<file path="src/hw/rtl/lcsb_pkg.sv">
// lcsb_pkg: shared types, sizes and register codes of the line camera smoothing block
// depends on nothing; imported by every module of the block
`default_nettype none

package lcsb_pkg;

    // line geometry
    localparam int LINE_PIXELS   = 128;
    localparam int BORDER_PIXELS = 5;
    localparam int PIX_W         = 8;
    localparam int CNT_W         = $clog2(LINE_PIXELS);
    localparam int SUM_W         = $clog2(LINE_PIXELS * 255 + 1);
    localparam int MEAN_SHIFT    = $clog2(LINE_PIXELS);
    localparam int LEFT_W        = $clog2(BORDER_PIXELS + 2);

    // q16 filter weights
    localparam int W_SIDE = 9830;
    localparam int W_MID  = 45875;
    localparam int ACC_W  = PIX_W + 16;

    // pixel counter landmarks
    localparam logic [CNT_W-1:0] CNT_ONE         = CNT_W'(1);
    localparam logic [CNT_W-1:0] CNT_FIRST_EMIT  = CNT_W'(BORDER_PIXELS + 1);
    localparam logic [CNT_W-1:0] CNT_SMOOTH_LAST = CNT_W'(LINE_PIXELS - BORDER_PIXELS);
    localparam logic [CNT_W-1:0] CNT_LAST        = CNT_W'(LINE_PIXELS - 1);
    localparam logic [CNT_W-1:0] POS_BORDER      = CNT_W'(BORDER_PIXELS);
    localparam logic [CNT_W-1:0] POS_EDGE        = CNT_W'(LINE_PIXELS - 1 - BORDER_PIXELS);

    // configuration port
    localparam int CFG_DATA_W = 32;
    localparam int APB_ADDR_W = 4;

    localparam logic [PIX_W-1:0] BINARY_THR_RST = 8'd230;
    localparam logic [PIX_W-1:0] HIGH_MEAN_RST  = 8'd220;
    localparam logic [PIX_W-1:0] BAND_LOW_RST   = 8'd200;

    typedef enum logic [1:0] {
        REG_BINARY_THR = 2'd0,
        REG_HIGH_MEAN  = 2'd1,
        REG_BAND_LOW   = 2'd2
    } t_reg_idx;

    typedef struct packed {
        logic [PIX_W-1:0] binary_threshold;
        logic [PIX_W-1:0] high_mean_threshold;
        logic [PIX_W-1:0] band_low_threshold;
    } t_cfg;

    // input word
    typedef struct packed {
        logic [PIX_W-1:0] near_pixel;
        logic [PIX_W-1:0] far_pixel;
    } t_pix;

    // result word
    typedef struct packed {
        logic [CNT_W-1:0] position;
        logic             near_bit;
        logic             far_bit;
        logic             line_done;
        logic             all_high;
        logic             mid_band;
    } t_res;

    // run of result words produced by one input word
    typedef struct packed {
        logic              valid;
        logic [CNT_W-1:0]  start;
        logic [LEFT_W-1:0] count;
        logic [PIX_W-1:0]  near_val;
        logic [PIX_W-1:0]  far_val;
        logic              done_last;
        logic [SUM_W-1:0]  sum;
    } t_burst;

endpackage

`default_nettype wire

</file>
<file path="src/hw/rtl/lcsb_cfg.sv">
// lcsb_cfg: apb register file holding the three thresholds
// depends on lcsb_pkg
`default_nettype none

module lcsb_cfg (
    input  logic                               i_clk,
    input  logic                               i_rst_n,
    input  logic                               psel,
    input  logic                               penable,
    input  logic                               pwrite,
    input  logic [lcsb_pkg::APB_ADDR_W-1:0]    paddr,
    input  logic [lcsb_pkg::CFG_DATA_W-1:0]    pwdata,
    output logic [lcsb_pkg::CFG_DATA_W-1:0]    prdata,
    output logic                               pready,
    output lcsb_pkg::t_cfg                     o_cfg
);
    import lcsb_pkg::*;

    logic [PIX_W-1:0] r_binary_thr;
    logic [PIX_W-1:0] r_high_mean;
    logic [PIX_W-1:0] r_band_low;
    t_reg_idx         w_idx;
    logic             w_write;

    assign w_idx   = t_reg_idx'(paddr[APB_ADDR_W-1:2]);
    assign w_write = psel && penable && pwrite;
    assign pready  = 1'b1;

    // register writes, unknown index ignored
    always_ff @(posedge i_clk) begin
        if (!i_rst_n) begin
            r_binary_thr <= BINARY_THR_RST;
            r_high_mean  <= HIGH_MEAN_RST;
            r_band_low   <= BAND_LOW_RST;
        end else if (w_write) begin
            unique case (w_idx)
                REG_BINARY_THR: r_binary_thr <= pwdata[PIX_W-1:0];
                REG_HIGH_MEAN:  r_high_mean  <= pwdata[PIX_W-1:0];
                REG_BAND_LOW:   r_band_low   <= pwdata[PIX_W-1:0];
                default: ;
            endcase
        end
    end

    // readback
    always_comb begin
        unique case (w_idx)
            REG_BINARY_THR: prdata = CFG_DATA_W'(r_binary_thr);
            REG_HIGH_MEAN:  prdata = CFG_DATA_W'(r_high_mean);
            REG_BAND_LOW:   prdata = CFG_DATA_W'(r_band_low);
            default:        prdata = '0;
        endcase
    end

    assign o_cfg.binary_threshold    = r_binary_thr;
    assign o_cfg.high_mean_threshold = r_high_mean;
    assign o_cfg.band_low_threshold  = r_band_low;

endmodule

`default_nettype wire

</file>
<file path="config.mk">
export PLATFORM = sky130hd
export DESIGN_NAME = lcsb_cfg
export DESIGN_NICKNAME = d
export VERILOG_FILES = /design/src/hw/rtl/lcsb_pkg.sv /design/src/hw/rtl/lcsb_cfg.sv
export SDC_FILE = /design/constraint.sdc
export NUM_CORES = 1
export LEC_CHECK = 0
export ABC_AREA = 1
export BUFFER_PORTS_ARGS = -buffer_cell sky130_fd_sc_hd__buf_4
export CORE_UTILIZATION = 40
export CTS_CLUSTER_DIAMETER = 150
export CTS_CLUSTER_SIZE = 40
export DETAILED_ROUTE_END_ITERATION = 7
export PLACE_DENSITY = 0.81
export SLEW_MARGIN = 40
export SYNTH_ARGS = -nofsm -noshare
export SYNTH_HDL_FRONTEND = slang
export SYNTH_SLANG_ARGS = --single-unit
</file>
<file path="constraint.sdc">
create_clock -name i_clk -period 0.8 [get_ports i_clk]
set_input_delay 0.12 -clock i_clk [delete_from_list [all_inputs] [get_ports i_clk]]
set_output_delay 0.12 -clock i_clk [all_outputs]
set_load 0.02 [all_outputs]
</file>
Word-level counts from Yosys, hierarchy flattened
Index checks and enable logic that the tools add are counted.
{"block": "op_classes", "reduce_logical": 6, "eq_ne": 2, "n_mux": 1}
{"op": "8-bit one-hot mux with 3 select lines", "n": 1}
{"op": "2-bit AND reduction", "n": 3}
{"op": "2-bit by 1-bit equality test with 1-bit output, second input constant", "n": 1}
{"op": "2-bit equality test, second input constant", "n": 1}
{"op": "1-bit logical AND", "n": 2}
{"op": "2-bit zero test", "n": 1}
{"block": "totals", "word_cells": 12, "out_inout_bits": 57, "input_bits": 41, "regBits": 24}

Depth between registers and ports, before layout
{"block": "logic_depth", "word_depth": 3, "ltp_mapped": 6, "depth_no_buf": 5}

Worst setup path after synthesis
Ideal clock, no wire load.
{"block": "synth_timing", "kind": "register to output", "start": "register r_high_mean[0]", "end": "output prdata[0] (netlist name)", "setup_slack_ps": -25, "arrival_time_ps": 705, "stages_incl_launch_ff": 3, "cell_sequence": "dfxtp_1 -> nand2_1 -> nand3_1"}
{"block": "synth_via", "elab_chain_len": 1}
{"element": "from (decl)", "line": "lcsb_cfg.sv:20", "source": "logic [PIX_W-1:0] r_high_mean;"}
{"element": "from (signal assigned)", "line": "lcsb_cfg.sv:38", "source": "REG_HIGH_MEAN: r_high_mean <= pwdata[PIX_W-1:0];"}
{"element": "8-bit one-hot mux with 3 select lines", "line": "lcsb_cfg.sv:47", "source": "unique case (w_idx)"}
{"element": "to (decl)", "line": "lcsb_cfg.sv:13", "source": "output logic [lcsb_pkg::CFG_DATA_W-1:0] prdata,"}
No other way between the ends.

Final worst setup path
{"block": "layout_timing", "start": "register r_band_low[3]", "end": "output prdata[3] (netlist name)"}
{"block": "layout_via", "elab_chain_len": 1}
{"element": "from (decl)", "line": "lcsb_cfg.sv:21", "source": "logic [PIX_W-1:0] r_band_low;"}
{"element": "from (signal assigned)", "line": "lcsb_cfg.sv:39", "source": "REG_BAND_LOW: r_band_low <= pwdata[PIX_W-1:0];"}
{"element": "8-bit one-hot mux with 3 select lines", "line": "lcsb_cfg.sv:47"}
No other way between the ends.

==> metrics list <==
- Outcome: finished with violations
* Violations in the final reports: negative setup slack
- I/O pin count: 98
- Setup repair after global routing could not meet its margin everywhere.
- Number of nets still failing antenna checks after routing: 0
- Instance count of the mapped netlist: 196
- Data on the critical path is required at its endpoint by a little under 0.7 ns.
* CTS buffer count: 3
* Post-route minimum period: 1.08 ns
- Number of global-route vias before repair: around 1,200
- The worst register-to-register path ends at r_high_mean[4]$_SDFFE_PN1P_.
* Die Height: approximately 60 um
- Fraction of the core area covered by cells at the end of the flow: just under 70%
- Post-synth design cell area: roughly 1400 sq um
- The wire-length estimate of the detail-placed layout is 2.35 mm.
- The routed design has between 3 and 4 mm of wire.
- By startpoint and endpoint, the worst setup path is classified as flip-flop to output port.
* Worst setup margin: -0.284 ns
* Arrival time worst endpoint: 0.96 ns
* Combinational share of power: about 27%
* Setup violations, final: 33
- Die area: about 3600 sq um
- Warnings from Yosys: 0
* Overall die width: between 60 and 70 um
- In the global route stage, overall resource usage came out at about a fifth.
* Clock net sink count: 24
- The number of antenna diodes in the final layout is 0.
- Compared with the post-synthesis result, the final layout area differs by 59.9%.
- The worst path uses 136% of the clock period.
- The first global-routing pass estimated 5.42 mm of wire.
* Type of element capturing the critical path: output port
- Internal power contribution: about 0.0018 W
- The path with the worst hold slack has its endpoint at r_binary_thr[5]$_SDFFE_PN1P_.
- TritonCTS built the clock tree.
- The pre-antenna-repair detailed-routing pass consisted of 4 iterations.
- Switching power summed over all nets: 0.000805 W
- DRC viols: 0
- Across the VDD grid, the largest voltage drop is 0.620 mV.
- Max Clock Skew: 0 ns
* Via count: about 1,400
* Cell area after placement: 1700 sq um
- Max Clock Freq: 0.922 GHz
- Total count of max-transition violations in the final report: 0
- Startpoint of the tightest hold check path: pwdata[5]
- CTS placed an instance of sky130_fd_sc_hd__clkbuf_4 at the clock tree root.
- Synth Area per Inst: around 6.9 sq um
- The core region is around 3100 sq um.
- R2R setup slack: 0 ns
- Pin count of the biggest net entering global routing: 25
- The path class of the tightest hold or removal check is input pin to flip-flop.
- Share of layout cells above drive strength 1: approximately half
* Global route overflow: 0
* Worst Setup Start Kind: flip-flop
* Initial standard-cell utilization of the core: between 40% and 50%
* Worst Path Max Fanout: 3
- In the routed layout, each cell is associated on average with a via count of between 4 and 5.
- The worst hold path was traced through 3 stages.
- Measured in cells, the most critical reg-to-reg path has a length of 4.
- Clock-pin slew was measured on the worst setup and hold paths at around 0.13 ns.
* Number of port buffers: 46
- Share of the yosys chip area belonging to registers: 35.6%
- Total of max-cap violations: 0
* Final routed wire length divided by cell count: between 10 and 15 um
- Reg-to-Reg Start: r_high_mean[4]$_SDFFE_PN1P_
* Cell variety after synth: 13
* Net Sw Frac: 31.0%
- The clock reaches the later pin of the worst-skew pair after ~0.31 ns.
- The synthesized design contains 24 register bits.
* Power density over the cells: 1200 nW/um^2
- Max Root-Sink Buffers: 2
- Final standard cell area without fillers: approximately 2200 sq um
- For this run, the post-layout net count is 307.
- Hold Fails Final Rpt: 0
- At the end of routability-driven placement, the weighted congestion stood at about 0.76.
- CTS built an H-tree with a depth of 1.
- Rows: 20
* Number of design-rule violations left by the first detailed-router iteration: just over 40
- Initial antenna violation count: 0
* Leakage power: 1.08 nW
* Clock network fraction of design power: between 20% and 30%
- The share of total power dissipated in sequential elements is 48.1%.
## sequential cells by signal, indices dropped and copies added (netlist names)
register	count
r_band_low	8
r_high_mean	8
r_binary_thr	8
## cells in the mapped netlist, drive strengths merged
master | number | area share (%)
nor2 | 29 | 11
clkbuf | 2 | 1.3
buf | 29 | 17
nand2 | 68 | 19
conb | 2 | 0.56
nand3 | 33 | 13
dfxtp | 24 | 36
inv | 9 | 2.5
## metrics by stage
stage | setup TNS (ns) | std cells | hold WS (ns) | total power, W | setup slack, ns
after floorplan | 0 | 219 | 0.233 | 0.00173 | 0.0125
after global placement | -4.45 | 286 | 0.342 | 0.00184 | -0.209
after detailed placement | -5.03 | 286 | 0.347 | 0.00185 | -0.240
after CTS | -6.66 | 305 | 0.0121 | 0.00258 | -0.279
after global routing | -8.16 | 309 | 0.00603 | 0.00274 | -0.324
final | -6.63 | 309 | 0.0221 | 0.00260 | -0.284
## placed cells by master, fill, tap and decap left out, drive strengths merged
master	netlist	routed
buf	29	72
clkbuf	2	4
conb	2	25
dfxtp	24	24
dlygate4sd3	0	1
inv	9	9
nand2	68	68
nand3	33	33
nor2	29	29
## worst max-delay path by stage
stage                     slack (ns)                        from                     endpoint
after floorplan                 0.01                    paddr[3]                    prdata[0]
after global placement         -0.21                    paddr[3]                    prdata[7]
after detailed placement       -0.24                    paddr[3]  r_high_mean[7]$_SDFFE_PN1P_
after CTS                      -0.28  r_band_low[2]$_SDFFE_PN0P_                    prdata[2]
after global routing           -0.32  r_band_low[2]$_SDFFE_PN0P_                    prdata[2]
final                          -0.28  r_band_low[3]$_SDFFE_PN1P_                    prdata[3]
## logic make-up (layout without fill, tap and decap cells)
group | Yosys count | in the layout | share of synthesized area [%]
simple gates | 130 | 130 | 42.9
flops | 24 | 24 | 35.6
other cells | 2 | 25 | 0.556
buf+inv | 40 | 86 | 21.0
## power by group through the flow
stage | logic [W] | registers, W | clock network (W)
2_1_floorplan | 0.000422 | 0.00130 | 0
5_1_grt | 0.000754 | 0.00125 | 0.000728
6_report | 0.000703 | 0.00125 | 0.000646
3_5_place_dp | 0.000577 | 0.00127 | 0
4_1_cts | 0.000663 | 0.00125 | 0.000666
3_3_place_gp | 0.000570 | 0.00127 | 0
## what timing repair did
| item | 4_1_cts | 5_1_grt |
|---|---|---|
| cloned | 0 | 0 |
| hold buffers | 0 | 1 |
| setup buffers | 15 | 4 |
| gates resized for setup | 48 | 30 |
| pin swaps | 19 | 14 |
| hold endpoints to repair | 0 | 1 |
| setup endpoints to repair | 32 | 33 |
## worst max-delay path, stage by stage (launching register included)
cell and delay (ns):
sky130_fd_sc_hd__dfxtp_2 0.36, sky130_fd_sc_hd__nand2_1 0.08, sky130_fd_sc_hd__nand3_2 0.09, sky130_fd_sc_hd__buf_6 0.13
## cell type report
| cell class | instances | area, sq um |
|---|---|---|
| fillers | 272 | 967 |
| multi-input cells | 155 | 763 |
| repair buffers | 73 | 759 |
| flip-flops and latches | 24 | 513 |
| well taps | 44 | 55.1 |
| clock buffers | 4 | 36.3 |
| inverters | 9 | 33.8 |
## metal layers
metal | global-route usage (%) | share of wire (%) | wire length [um] | up-vias
met5 | 0 | 0 | 0 | -
met4 | 6.98 | 0.78 | 29 | 0
met3 | 3.03 | 5.8 | 216 | 4
met2 | 36.3 | 53 | 1980 | 56
met1 | 24.7 | 40 | 1480 | 638
li1 | - | - | - | 696
(Power assumes the default switching activity.)
